`config.mk`:
```
export PLATFORM = sky130hd
export DESIGN_NAME = lphs_hash
export DESIGN_NICKNAME = d
export VERILOG_FILES = /design/src/hw/rtl/lphs_pkg.sv /design/src/hw/rtl/lphs_hash.sv
export SDC_FILE = /design/constraint.sdc
export NUM_CORES = 2
export LEC_CHECK = 0
export BUFFER_PORTS_ARGS = -buffer_cell sky130_fd_sc_hd__buf_4
export CAP_MARGIN = 10
export CELL_PAD_IN_SITES_DETAIL_PLACEMENT = 1
export CELL_PAD_IN_SITES_GLOBAL_PLACEMENT = 1
export CORE_ASPECT_RATIO = 1.1
export CORE_MARGIN = 2
export CORE_UTILIZATION = 55
export DETAILED_ROUTE_END_ITERATION = 10
export GPL_ROUTABILITY_DRIVEN = 1
export GPL_TIMING_DRIVEN = 0
export PLACE_DENSITY_LB_ADDON = 0.1
export SLEW_MARGIN = 20
export SYNTH_ARGS = -nofsm -noshare
export SYNTH_HDL_FRONTEND = slang
export SYNTH_SLANG_ARGS = --single-unit
```
`constraint.sdc`:
```
create_clock -name clk -period 14.63 [get_ports clk]
set_clock_uncertainty 0.15 [all_clocks]
set_input_delay 1.463 -clock clk [delete_from_list [all_inputs] [get_ports clk]]
set_output_delay 1.463 -clock clk [all_outputs]
set_load 0.005 [all_outputs]
```
`src/hw/rtl/lphs_pkg.sv`:
```
// Shared constants, codes and types of the linear probing hash set.
package lphs_pkg;

	// Key and field widths
	localparam int KEY_W   = 64;
	localparam int SLOTS_W = 11;
	localparam int SLOT_W  = 10;

	// Default slot store depth and slot count after reset
	localparam int TABLE_DEPTH_DEF = 1024;
	localparam logic [SLOTS_W-1:0] SLOTS_RESET = 11'd1024;

	// Request operations
	typedef enum logic {
		OP_INSERT = 1'b0,
		OP_DELETE = 1'b1
	} op_t;

	// Response status codes
	typedef enum logic [1:0] {
		ST_INSERTED  = 2'd0,
		ST_DUPLICATE = 2'd1,
		ST_FULL      = 2'd2,
		ST_DELETED   = 2'd3
	} status_t;

endpackage

```
`src/hw/rtl/lphs_hash.sv`:
```
// Hash unit: high word of key times slot count, in two registered stages.
module lphs_hash #(
	parameter int TABLE_DEPTH = lphs_pkg::TABLE_DEPTH_DEF
) (
	input  logic                              clk,
	input  logic [lphs_pkg::KEY_W-1:0]        key,
	input  logic [$clog2(TABLE_DEPTH+1)-1:0]  n,
	output logic [$clog2(TABLE_DEPTH)-1:0]    idx_s2
);
	import lphs_pkg::*;

	localparam int CNT_W  = $clog2(TABLE_DEPTH + 1);
	localparam int IDX_W  = $clog2(TABLE_DEPTH);
	localparam int HALF_W = KEY_W / 2;
	localparam int PROD_W = HALF_W + CNT_W;

	logic [PROD_W-1:0] p_lo_s1;
	logic [PROD_W-1:0] p_hi_s1;
	logic [CNT_W-1:0]  n_s1;
	logic [PROD_W:0]   sum;
	logic [CNT_W:0]    idx_raw;
	logic [CNT_W-1:0]  n_m1;
	logic [IDX_W-1:0]  idx_clamp;

	// Stage 1: the two half-word partial products.
	always_ff @(posedge clk) begin
		p_lo_s1 <= PROD_W'(key[HALF_W-1:0]) * PROD_W'(n);
		p_hi_s1 <= PROD_W'(key[KEY_W-1:HALF_W]) * PROD_W'(n);
		n_s1    <= n;
	end

	// Stage 2: combine the partial products and keep the start slot below n.
	always_comb begin
		sum     = (PROD_W+1)'(p_hi_s1) + (PROD_W+1)'(p_lo_s1[PROD_W-1:HALF_W]);
		idx_raw = sum[PROD_W:HALF_W];
		n_m1    = n_s1 - CNT_W'(1);
		if (idx_raw >= (CNT_W+1)'(n_s1)) begin
			idx_clamp = n_m1[IDX_W-1:0];
		end else begin
			idx_clamp = idx_raw[IDX_W-1:0];
		end
	end

	always_ff @(posedge clk) begin
		idx_s2 <= idx_clamp;
	end
endmodule

```
==> flow_summary_export.csv <==
group,metric,value,unit
outcome,status,"complete, no violations",
synthesis,synth.most_common_cell,"fa_1",
timing,rsz0062_at_grt,"false",
setup_path,start_kind,"primary input",
clock_tree,clk_pin_slew_worst_paths,0.07,ns
synthesis,yosysTopAreaCell,"fa_1",
floorplan,num_rows,79,
route,drc,0,
floorplan,die_area,44300,um^2
global_route,grt_util_all_layers,37.2,%
synthesis,yosys_warnings,0,
synthesis,synth_nets,3417,
placed_design,dpl-instance-area,24800,um^2
clock_tree,hold_buffers,0,
timing,final_max_slew_viol_count,0,
route,drt-vias-per-instance,5.80,
worst_hold_path,min-delay-start,"n_s1[0]$_DFF_P_",
timing,hold_violations,0,
cells_and_area,drive_above_1_share,4.67,%
route,ant_nets,0,
placed_design,hpwlAfterDp,64900,um
global_route,grtUsageMet2,64.8,%
route,wl,79000,um
clock_tree,cts_setup_buffers,0,
placed_design,routabilityCongestion,0.933,
floorplan,initial_core_util,55.5,%
synthesis,synthArstFlopShare,0,%
cells_and_area,nets,3512,
synthesis,synthFlopType,"dfxtp_1",
synthesis,synth_cell_types,65,
setup_path,cp.arrival,8.81,ns
synthesis,synth-simple-area-share,18.3,%
power_and_ir_drop,p_per_area,242,nW/um^2
synthesis,synth.area.mux_share,0.475,%
synthesis,avgSynthCellArea,8.94,um^2
synthesis,netlist.area_leader.share,45.9,%
synthesis,yosys-top-cells-area,"fa_1 46%, ha_1 9.7%, inv_1 8.2%",
global_route,antenna_found_initial,7,
route,wire_per_inst,24.0,um
global_route,top_usage_layer,"met2",
global_route,gr-total-overflow,0,
flow_run,cap_violations,0,
clock_tree,numClockSinks,75,
setup_path,crit_path_end_kind,"flip-flop",
timing,worst_slew_pin_slew,1.22,ns
power_and_ir_drop,power.leakage,0.0125,uW
synthesis,synth_adder_area_share,55.5,%
setup_path,timing.rr.start,"p_lo_s1[36]$_DFF_P_",
synthesis,syn_inst,2623,
power_and_ir_drop,vdd_ir_drop_max,0.161,mV
clock_tree,postCtsResizedCells,0,
route,drt-initial-drc-count,1094,
placed_design,io_buffer_count,84,
setup_path,critPathRequiredTime,14.67,ns
synthesis,netlist_area,23400,um^2
global_route,grt_max_degree,14,
timing,fin_crit_sh,60.0,%
floorplan,coreArea,42200,um^2
global_route,grt_pass1_wl,124000,um
timing,max_freq,114,MHz
setup_path,path_class,"in2reg",
clock_tree,insertion_delay,0.36,ns
floorplan,fp.dieW,201,um
global_route,grt_pass1_vias,22218,
global_route,grt_util_met1,43.3,%
timing,setup_viol,0,
synthesis,synth_compound_area_share,6.28,%
timing,min_period,8.78,ns
global_route,use_met3,7.35,%
synthesis,synth_top_family_by_area,"adder cells",
synthesis,synth_xor_area_share,2.47,%
floorplan,io_pins,86,
timing,slew_headroom,18.5,%
route,drt_pre_antenna_iters,7,
synthesis,synth_edf_count,0,
timing,worst_hold_slack,0.453,ns
synthesis,ys_top_cells_by_count,"537 x fa_1, 513 x inv_1, 442 x nand2_1",
floorplan,die_h,221,um
setup_path,critical_path.max_fanout,10,
worst_hold_path,hold_class,"reg2reg",
clock_tree,cts-htree-levels,3,
timing,tns,0,ns
setup_path,worstSetupStartpoint,"n[4]",
synthesis,ys_ff_latch,75,
cells_and_area,final_cell_area,25100,um^2
clock_tree,clockRootBuffer,"clkbuf_16",
clock_tree,cts_tree,"yes",
cells_and_area,syn2layout_area_growth,7.05,%
route,vias,19117,
synthesis,synth-seq-area-share,6.40,%
clock_tree,cts_buffers,9,
clock_tree,cts_buffer_depth,2,
-- kinds of logic after synthesis --
family / count (synthesis)
xor gates and xnor gates: 66
buffers and inverters: 659
DFF: 75
muxes: 10
and+or+nand+nor: 878
AOI/OAI and AO/OA: 217
adders and majority gates: 718
-- through the flow --
stage / setup slack, ns / total power, uW / util (%) / cells
floorplan: 7.56 / 4150 / - / 2623
global placement: 5.81 / 5440 / 58.7 / 3274
detailed placement: 5.73 / 5710 / 58.7 / 3274
CTS: 6.02 / 6000 / 59.4 / 3289
global route: 5.64 / 6640 / 59.4 / 3289
finish: 5.85 / 6060 / 59.5 / 3297
-- flip-flops by register name, summed over array words and instances, names as in the netlist --
signal,count
idx_s2,10
n_s1,11
p_hi_s1,43
p_lo_s1,11
-- routing by layer --
metal	up-vias	share of wire, %
met1	9889	37
li1	8059	-
met4	4	6.1
met5	-	0.033
met2	884	49
met3	281	7.7
-- critical path, cell delays in order --
cell and delay, ns:
buf_4 0.08, clkbuf_1 0.83, clkbuf_1 0.80, nand2_1 0.16
fa_1 0.47, fa_1 0.55, inv_1 0.06, fa_1 0.52
fa_1 0.51, inv_1 0.06, fa_1 0.50, inv_1 0.05
ha_1 0.33, a21oi_1 0.28, a21boi_0 0.41, nand2b_1 0.16
o221ai_1 0.14, a211oi_1 0.53, o31ai_1 0.24, a2111oi_0 0.46
nor3_1 0.21
-- path summary, 6_finish.rpt --
| kind | endpoint | slack (ns) | depth (start not counted) |
|---|---|---|---|
| worst min-delay path | idx_s2[0]$_DFF_P_ | 0.45 | 1 |
| worst max register to register | idx_s2[4]$_DFF_P_ | 9.72 | 16 |
| worst max-delay path | p_lo_s1[40]$_DFF_P_ | 5.85 | 21 |
| worst min register to register | idx_s2[0]$_DFF_P_ | 0.45 | 1 |
-- area by class of cell --
type	count	area, um^2
multi-input cells	1889	19500
fillers	5032	17100
inverters	513	1930
flip-flops and latches	75	1500
well taps	567	709
repair buffers	84	631
plain buffers	146	551
clock buffers	9	225
clock inverters	6	65.1
diodes	8	20.0
-- power breakdown --
part | switching, uW | internal, uW | leakage, uW
Clock | 97.6 | 131 | 0.000142
Sequential | 42.1 | 349 | 0.000632
Combinational | 3280 | 2170 | 0.0117
-- cells in the final DEF (no fill, tap or decap), drive strengths merged, types with 3 or more instances in the layout --
master | netlist | layout
dfxtp | 75 | 75
nand4b | 3 | 3
xor2 | 18 | 18
xnor2 | 48 | 48
and3 | 9 | 9
fa | 537 | 537
a21o | 38 | 38
nor3 | 18 | 18
o211ai | 5 | 5
a31o | 3 | 3
o21ai | 34 | 34
o22ai | 4 | 4
clkinv | 0 | 3
nor2b | 9 | 9
o31ai | 5 | 5
a211oi | 7 | 7
a21oi | 71 | 71
nand2 | 442 | 442
nor2 | 28 | 28
a2111oi | 3 | 3
nor4 | 9 | 9
a31oi | 5 | 5
o21a | 14 | 14
inv | 513 | 514
nand3 | 23 | 23
and2b | 3 | 3
diode | 0 | 8
buf | 0 | 84
and2 | 297 | 297
nand4 | 18 | 18
or3 | 4 | 4
nand2b | 11 | 11
ha | 181 | 181
mux2 | 9 | 9
a221oi | 3 | 3
clkbuf | 146 | 155
Note: power is estimated with default switching activity, not from simulation.
