### src/hw/rtl/lphs_pkg.sv
// Shared constants, codes and types of the linear probing hash set.
package lphs_pkg;

	// Key and field widths
	localparam int KEY_W   = 64;
	localparam int SLOTS_W = 11;
	localparam int SLOT_W  = 10;

	// Default slot store depth and slot count after reset
	localparam int TABLE_DEPTH_DEF = 1024;
	localparam logic [SLOTS_W-1:0] SLOTS_RESET = 11'd1024;

	// Request operations
	typedef enum logic {
		OP_INSERT = 1'b0,
		OP_DELETE = 1'b1
	} op_t;

	// Response status codes
	typedef enum logic [1:0] {
		ST_INSERTED  = 2'd0,
		ST_DUPLICATE = 2'd1,
		ST_FULL      = 2'd2,
		ST_DELETED   = 2'd3
	} status_t;

endpackage

### src/hw/rtl/lphs_req_if.sv
// Request channel: operation, key and slot words with a valid/ready handshake.
interface lphs_req_if;
	import lphs_pkg::*;

	logic              valid;
	logic              ready;
	logic              operation;
	logic [KEY_W-1:0]  key;
	logic [SLOT_W-1:0] slot;

	modport source (output valid, output operation, output key, output slot, input ready);
	modport sink (input valid, input operation, input key, input slot, output ready);
endinterface

### src/hw/rtl/lphs_rsp_if.sv
// Response channel: status and result slot words with a valid/ready handshake.
interface lphs_rsp_if;
	import lphs_pkg::*;

	logic              valid;
	logic              ready;
	logic [1:0]        status;
	logic [SLOT_W-1:0] result_slot;

	modport source (output valid, output status, output result_slot, input ready);
	modport sink (input valid, input status, input result_slot, output ready);
endinterface

### src/hw/rtl/lphs_ctrl.sv
// Controller: clearing pass, request decode, probe walk and response register.
module lphs_ctrl #(
	parameter int TABLE_DEPTH = lphs_pkg::TABLE_DEPTH_DEF
) (
	input  logic                              clk,
	input  logic                              arst_n,
	lphs_req_if.sink                          req,
	lphs_rsp_if.source                        rsp,
	input  logic                              cfg_we,
	input  logic [lphs_pkg::SLOTS_W-1:0]      cfg_wdata,
	output logic [$clog2(TABLE_DEPTH+1)-1:0]  n_eff,
	input  logic [$clog2(TABLE_DEPTH)-1:0]    hash_idx,
	output logic                              mem_we,
	output logic [$clog2(TABLE_DEPTH)-1:0]    mem_waddr,
	output logic [lphs_pkg::KEY_W-1:0]        mem_wdata,
	output logic [$clog2(TABLE_DEPTH)-1:0]    mem_raddr,
	input  logic [lphs_pkg::KEY_W-1:0]        mem_rdata
);
	import lphs_pkg::*;

	localparam int CNT_W = $clog2(TABLE_DEPTH + 1);
	localparam int IDX_W = $clog2(TABLE_DEPTH);
	localparam int CMP_W = (CNT_W > SLOTS_W) ? CNT_W : SLOTS_W;
	localparam int SW    = (IDX_W > SLOT_W) ? IDX_W : SLOT_W;
	localparam int AW    = (SW > 32) ? SW : 32;
	localparam logic [IDX_W-1:0] LAST_IDX = IDX_W'(TABLE_DEPTH - 1);

	typedef enum logic [5:0] {
		S_CLEAR = 6'b000001,
		S_IDLE  = 6'b000010,
		S_H1    = 6'b000100,
		S_H2    = 6'b001000,
		S_PROBE = 6'b010000,
		S_RESP  = 6'b100000
	} state_t;

	state_t            state_q, state_d;
	logic [SLOTS_W-1:0] slots_q;
	logic [IDX_W-1:0]  clr_q;
	logic [IDX_W-1:0]  idx_q, idx_d;
	logic [CNT_W-1:0]  probes_q, probes_d;
	logic [KEY_W-1:0]  key_q;
	logic [CNT_W-1:0]  n_q;
	status_t           res_status_q, res_status;
	logic [SLOT_W-1:0] res_slot_q, res_slot;
	logic              rsp_valid_q;
	status_t           rsp_status_q;
	logic [SLOT_W-1:0] rsp_slot_q;

	logic [CMP_W-1:0]  slots_ext, n_cmp;
	logic              req_fire, rsp_free, done, load_rsp, del_ok;
	logic [SW-1:0]     slot_ext, idx_ext;
	logic [CNT_W-1:0]  idx_p1, probes_p1;
	logic [IDX_W-1:0]  idx_inc;

	// Effective slot count: the register saturated into one to the store depth.
	always_comb begin
		slots_ext = CMP_W'(slots_q);
		if (slots_ext == '0) begin
			n_cmp = CMP_W'(1);
		end else if (slots_ext > CMP_W'(TABLE_DEPTH)) begin
			n_cmp = CMP_W'(TABLE_DEPTH);
		end else begin
			n_cmp = slots_ext;
		end
		n_eff = n_cmp[CNT_W-1:0];
	end

	assign req.ready = (state_q == S_IDLE);
	assign req_fire  = req.valid && req.ready;
	assign rsp_free  = !rsp_valid_q || rsp.ready;

	// Slot and index conversions between the 10-bit fields and the store index.
	always_comb begin
		slot_ext  = SW'(req.slot);
		del_ok    = AW'(req.slot) < AW'(TABLE_DEPTH);
		idx_ext   = SW'(idx_q);
		idx_p1    = CNT_W'(idx_q) + CNT_W'(1);
		probes_p1 = probes_q + CNT_W'(1);
		idx_inc   = (idx_p1 == n_q) ? '0 : idx_p1[IDX_W-1:0];
	end

	// Next state, store access and result selection.
	always_comb begin
		state_d    = state_q;
		idx_d      = idx_q;
		probes_d   = probes_q;
		mem_we     = 1'b0;
		mem_waddr  = idx_q;
		mem_wdata  = key_q;
		mem_raddr  = idx_q;
		done       = 1'b0;
		load_rsp   = 1'b0;
		res_status = ST_FULL;
		res_slot   = '0;
		case (state_q)
			S_CLEAR: begin
				mem_we    = 1'b1;
				mem_waddr = clr_q;
				mem_wdata = '0;
				if (clr_q == LAST_IDX) begin
					state_d = S_IDLE;
				end
			end
			S_IDLE: begin
				if (req_fire) begin
					if (req.operation == OP_DELETE) begin
						mem_we     = del_ok;
						mem_waddr  = slot_ext[IDX_W-1:0];
						mem_wdata  = '0;
						done       = 1'b1;
						res_status = ST_DELETED;
					end else begin
						state_d = S_H1;
					end
				end
			end
			S_H1: begin
				state_d = S_H2;
			end
			S_H2: begin
				mem_raddr = hash_idx;
				idx_d     = hash_idx;
				probes_d  = '0;
				state_d   = S_PROBE;
			end
			S_PROBE: begin
				if (mem_rdata == '0) begin
					mem_we     = 1'b1;
					done       = 1'b1;
					res_status = ST_INSERTED;
					res_slot   = idx_ext[SLOT_W-1:0];
				end else if (mem_rdata == key_q) begin
					done       = 1'b1;
					res_status = ST_DUPLICATE;
				end else if (probes_p1 == n_q) begin
					done       = 1'b1;
					res_status = ST_FULL;
				end else begin
					idx_d     = idx_inc;
					mem_raddr = idx_inc;
					probes_d  = probes_p1;
				end
			end
			S_RESP: begin
				res_status = res_status_q;
				res_slot   = res_slot_q;
				if (rsp_free) begin
					load_rsp = 1'b1;
					state_d  = S_IDLE;
				end
			end
			default: begin
				state_d = S_IDLE;
			end
		endcase
		// A finished word goes straight out when the response register is free.
		if (done) begin
			if (rsp_free) begin
				load_rsp = 1'b1;
				state_d  = S_IDLE;
			end else begin
				state_d = S_RESP;
			end
		end
	end

	// Control registers.
	always_ff @(posedge clk or negedge arst_n) begin
		if (!arst_n) begin
			state_q     <= S_CLEAR;
			slots_q     <= SLOTS_RESET;
			clr_q       <= '0;
			rsp_valid_q <= 1'b0;
		end else begin
			state_q <= state_d;
			if (cfg_we) begin
				slots_q <= cfg_wdata;
			end
			if (state_q == S_CLEAR) begin
				clr_q <= clr_q + IDX_W'(1);
			end
			if (load_rsp) begin
				rsp_valid_q <= 1'b1;
			end else if (rsp.ready) begin
				rsp_valid_q <= 1'b0;
			end
		end
	end

	// Payload registers.
	always_ff @(posedge clk) begin
		idx_q    <= idx_d;
		probes_q <= probes_d;
		if (req_fire) begin
			key_q <= req.key;
			n_q   <= n_eff;
		end
		if (done) begin
			res_status_q <= res_status;
			res_slot_q   <= res_slot;
		end
		if (load_rsp) begin
			rsp_status_q <= res_status;
			rsp_slot_q   <= res_slot;
		end
	end

	assign rsp.valid       = rsp_valid_q;
	assign rsp.status      = rsp_status_q;
	assign rsp.result_slot = rsp_slot_q;

	// The probe walk never runs past one full round of the slots in use.
	a_probe_bound: assert property (@(posedge clk) disable iff (!arst_n)
		state_q == S_PROBE |-> probes_q < n_q)
		else $error("probe count reached slot count");

	// The probed slot stays inside the slots in use.
	a_idx_bound: assert property (@(posedge clk) disable iff (!arst_n)
		state_q == S_PROBE |-> CNT_W'(idx_q) < n_q)
		else $error("probe index outside slots in use");

	// A new response never overwrites one that is still waiting.
	a_no_overwrite: assert property (@(posedge clk) disable iff (!arst_n)
		load_rsp |-> (!rsp_valid_q || rsp.ready))
		else $error("response overwritten while stalled");

	// No request is taken during the clearing pass.
	a_clear_closed: assert property (@(posedge clk) disable iff (!arst_n)
		state_q == S_CLEAR |=> !(req.valid && req.ready) || $past(clr_q) == LAST_IDX)
		else $error("request taken during clearing pass");
endmodule

### src/flat_wrapper.sv
// flat-port wrapper written by rule: the top's interface ports become plain ports
module lphs_ctrl_flat import lphs_pkg::*;
#(
	parameter int TABLE_DEPTH = lphs_pkg::TABLE_DEPTH_DEF
)
  (clk, arst_n, cfg_we, cfg_wdata, n_eff, hash_idx, mem_we, mem_waddr, mem_wdata, mem_raddr, mem_rdata, req_valid, req_operation, req_key, req_slot, req_ready, rsp_valid, rsp_status, rsp_result_slot, rsp_ready);
  lphs_req_if req_i ();
  lphs_rsp_if rsp_i ();
  input  logic clk;
  input  logic arst_n;
  input  logic cfg_we;
  input  logic [lphs_pkg::SLOTS_W-1:0] cfg_wdata;
  output logic [$clog2(TABLE_DEPTH+1)-1:0] n_eff;
  input  logic [$clog2(TABLE_DEPTH)-1:0] hash_idx;
  output logic mem_we;
  output logic [$clog2(TABLE_DEPTH)-1:0] mem_waddr;
  output logic [lphs_pkg::KEY_W-1:0] mem_wdata;
  output logic [$clog2(TABLE_DEPTH)-1:0] mem_raddr;
  input  logic [lphs_pkg::KEY_W-1:0] mem_rdata;
  input wire logic [$bits(req_i.valid)-1:0] req_valid;
  input wire logic [$bits(req_i.operation)-1:0] req_operation;
  input wire logic [$bits(req_i.key)-1:0] req_key;
  input wire logic [$bits(req_i.slot)-1:0] req_slot;
  output wire logic [$bits(req_i.ready)-1:0] req_ready;
  output wire logic [$bits(rsp_i.valid)-1:0] rsp_valid;
  output wire logic [$bits(rsp_i.status)-1:0] rsp_status;
  output wire logic [$bits(rsp_i.result_slot)-1:0] rsp_result_slot;
  input wire logic [$bits(rsp_i.ready)-1:0] rsp_ready;
  assign req_i.valid = req_valid;
  assign req_i.operation = req_operation;
  assign req_i.key = req_key;
  assign req_i.slot = req_slot;
  assign req_ready = req_i.ready;
  assign rsp_valid = rsp_i.valid;
  assign rsp_status = rsp_i.status;
  assign rsp_result_slot = rsp_i.result_slot;
  assign rsp_i.ready = rsp_ready;
  lphs_ctrl #(.TABLE_DEPTH(TABLE_DEPTH)) u_core (.clk(clk), .arst_n(arst_n), .req(req_i), .rsp(rsp_i), .cfg_we(cfg_we), .cfg_wdata(cfg_wdata), .n_eff(n_eff), .hash_idx(hash_idx), .mem_we(mem_we), .mem_waddr(mem_waddr), .mem_wdata(mem_wdata), .mem_raddr(mem_raddr), .mem_rdata(mem_rdata));
endmodule
### config.mk
export PLATFORM = sky130hd
export DESIGN_NAME = lphs_ctrl_flat
export DESIGN_NICKNAME = d
export VERILOG_FILES = /design/src/hw/rtl/lphs_pkg.sv /design/src/hw/rtl/lphs_req_if.sv /design/src/hw/rtl/lphs_rsp_if.sv /design/src/hw/rtl/lphs_ctrl.sv /design/src/flat_wrapper.sv
export SDC_FILE = /design/constraint.sdc
export NUM_CORES = 1
export LEC_CHECK = 0
export ABC_AREA = 1
export BUFFER_PORTS_ARGS = -buffer_cell sky130_fd_sc_hd__buf_2
export CORE_MARGIN = 2
export CORE_UTILIZATION = 46
export DETAILED_ROUTE_END_ITERATION = 7
export PLACE_DENSITY = 0.8
export SLEW_MARGIN = 40
export SYNTH_ARGS = -nofsm -noshare
export SYNTH_HDL_FRONTEND = slang
export SYNTH_SLANG_ARGS = --single-unit
### constraint.sdc
create_clock -name clk -period 3.9 [get_ports clk]
set_input_delay 0.39 -clock clk [delete_from_list [all_inputs] [get_ports clk]]
set_output_delay 0.39 -clock clk [all_outputs]
set_load 0.02 [all_outputs]
==> results by group <==
Run status
  • Status: finished with violations
  • Failing checks: negative hold slack

Global routing
  • Vias in the first global route: 7097
  • Overflow after GRT: 0
  • Total Routing Usage GR: 0.264
  • Initial antenna violation count: 6
  • Largest net degree at the start of global routing: 76
  • First-pass GRT wire length: 36700 um

STA
  • Setup_tns: 0 ns
  • Post-route worst setup slack: 0.412 ns
  • Slew @ Worst Pin: 0.749 ns
  • Hold Slack: -0.0158 ns
  • RSZ-0062 raised after global routing: false
  • Clk_skew: 0.0111 ns
  • Fin. Hold Viols: 16
  • Fmax: 287 MHz
  • Tmin final: between 3 and 4 ns
  • Worst slew margin: 0.501
  • Slew Viols, Final: 0
  • Final period util: 0.894
  • Final setup viols: 0

Yosys
  • Seq/Total Area, Yosys: 0.522
  • Syn Nets: 1111
  • Synthesized flop and latch total: 148
  • Yosys top cell by area: edfxtp_1
  • Synthesis warning total: 0
  • Mapped Area: 8060 um^2
  • Commonest cells in the synthesized netlist: 247 x nand2_1, 147 x nor2_1, 110 x edfxtp_1
  • Complex-gate fraction of the synthesized area: 0.0495
  • Adder-cell share of the synthesized area: 0.00466
  • Post-synth ARST share: 0.189
  • Multiplexer share of the synthesized area: 0.00140
  • Synth Flop Type: edfxtp_1
  • Post-synth EDFFs: 110
  • Post-synth top area share: 0.410
  • Simple-gate area share of the yosys netlist: 0.289
  • Synth Area per Inst: roughly 8.5 um^2
  • Xor-xnor portion of the synthesized cell area: 0.0750
  • Most numerous cell in the Yosys netlist: nand2_1
  • Post-synthesis cell type count: 36
  • Top cells by area, synth: edfxtp_1 41%, nand2_1 12%, dfrtp_1 8.1%
  • Largest family of logic cells by synthesized area: simple AND/OR/NAND/NOR gates
  • Cells after Synth: 943

Clock tree
  • CTS tree: built
  • Clk slew on worst S/H paths: roughly 0.06 ns
  • Max clock buf depth: 2
  • CTS-repair resized insts: 0
  • Worst skew pair latency: 0.43 ns
  • Setup Buffers After CTS: 0
  • Root buffer cell: clkbuf_16
  • # hold bufs at CTS: 0
  • CTS buffer count: 17
  • TritonCTS Sinks: 148
  • H-Tree Depth: 4

Critical path
  • CP Launch Type: flop
  • Crit path kind: reg2out
  • CP Buf/Inv Count: 4
  • CP cell instances: nor2_1 > inv_1 > nor4_4 > inv_2 > nor2_4 > nand2_2 > buf_4 > a21oi_1 > o21ai_0 > o221ai_1 > buf_2
  • Worst path max stage delay: around 0.43 ns
  • Max FO, Critical Path: 57
  • Required @ worst endpoint: 3.51 ns
  • CP delay by family, top: buffers and inverters
  • Worst Path Arrival: 3.10 ns
  • CP Capture Type: output pin
  • Slowest CP cell: buf_4

Run
  • Max cap viols: 0

Drt
  • Total wire length: 24800 um
  • Average wire per standard cell: approximately 17 um
  • Via count: 7631
  • Drt first pass iters: 5
  • Antenna viol nets, final: 0
  • Residual DRC: 0
  • Vias per cell: 5.22
  • Drt initial violations: around 670

Final layout
  • Area Growth Syn to Fin: 27.7%
  • NumNets Final: 1385
  • Post-layout util: 0.597
  • Layout cells sized above 1: 0.285

Placement
  • # port buffers: 274
  • Post-Place Worst Slack: ~0.9 ns
  • Post-DP HPWL: 19000 um
  • Placer Congestion: 0.954

Power
  • PD cells: approximately 650 nW/um^2
  • VDD IR max: around 0.35 mV
  • Leakage Power: 4.93 nW
  • Pwr Total: 6.64 mW

Die
  • Die X: roughly 140 um
  • Die area: 18600 um^2
  • Initial Util: 0.467
  • CORE AREA: about 17000 um^2
  • I/O Pins: around 280
  • Die Ht: around 140 um
  • Cell Rows: 48

Worst hold path
  • Worst Hold Class: in2async
==> state kept, by name, indices dropped and copies added, names as in the netlist, 2 cells and up <==
name,count
u_core.key_q,64
u_core.n_q,11
u_core.probes_q,11
u_core.slots_ext,11
u_core.clr_q,10
u_core.idx_ext,10
u_core.res_slot_q,10
u_core.rsp.result_slot,10
u_core.state_q,6
u_core.res_status_q,2
u_core.rsp.status,2
==> metal layers <==
layer  part of all wire  GRT usage
met1               0.39      0.328
met2               0.49      0.425
met3              0.091     0.0679
met4              0.037      0.133
met5                  0          0
==> cell families (layout without fill, tap and decap cells) <==
family,Yosys count,in the layout
mux,1,1
simple gates,528,528
compound gates,71,71
buf+inv,123,410
other cells,0,6
xor+xnor,69,69
flops,148,148
fa+ha+maj,3,3
==> power by group <==
group | switching, mW | internal [mW]
logic | 1.76 | 0.802
registers | 0.277 | 2.10
clock network | 0.734 | 0.974
total | 2.77 | 3.87
==> final cells by class <==
| cell class | instances | area [um^2] |
|---|---|---|
| repair buffers | 280 | 1420 |
| flip-flops and latches | 148 | 4210 |
| well taps | 225 | 282 |
| fillers | 1460 | 6950 |
| clock buffers | 17 | 425 |
| clock inverters | 15 | 186 |
| inverters | 98 | 368 |
| multi-input cells | 672 | 3380 |
| diodes | 6 | 15.0 |
==> metrics by stage <==
| stage | cell area (um^2) | instances |
|---|---|---|
| finish | 10300 | 1461 |
| global route | 10300 | 1461 |
| CTS | 10300 | 1455 |
| detailed placement | 9660 | 1423 |
| global placement | 9650 | 1423 |
| floorplan | 8060 | 943 |
==> path summary, 6_finish.rpt <==
kind,cells after the start,to,start,slack (ns)
worst max-delay path,11,mem_waddr[0],u_core.state_q[2]$_DFFE_PN0P_,0.41
worst min-delay path,1,u_core.slots_ext[7]$_DFFE_PN0P_,arst_n,-0.02
max in group asynchronous,1,u_core.clr_q[7]$_DFFE_PN0N_,arst_n,3.48
worst min register to register,1,u_core.clr_q[8]$_DFFE_PN0N_,u_core.clr_q[8]$_DFFE_PN0N_,0.50
min in group clk,1,u_core.key_q[12]$_DFFE_PP_,req_key[12],0.13
worst max register to register,16,u_core.rsp.status[1]$_DFFE_PP_,u_core.probes_q[0]$_SDFFCE_PN0P_,1.18
==> cells in the final DEF (no fill, tap or decap), types with 25 or more instances in the layout <==
| master | netlist | layout |
|---|---|---|
| xor2_1 | 47 | 47 |
| nand4_1 | 25 | 25 |
| buf_2 | 7 | 274 |
| inv_1 | 92 | 91 |
| nand3_1 | 56 | 56 |
| nand2_1 | 247 | 247 |
| nor2_1 | 147 | 147 |
| edfxtp_1 | 110 | 110 |
| o21ai_0 | 38 | 38 |
| dfrtp_1 | 26 | 26 |
No activity file was read; power rests on OpenSTA's default activity.
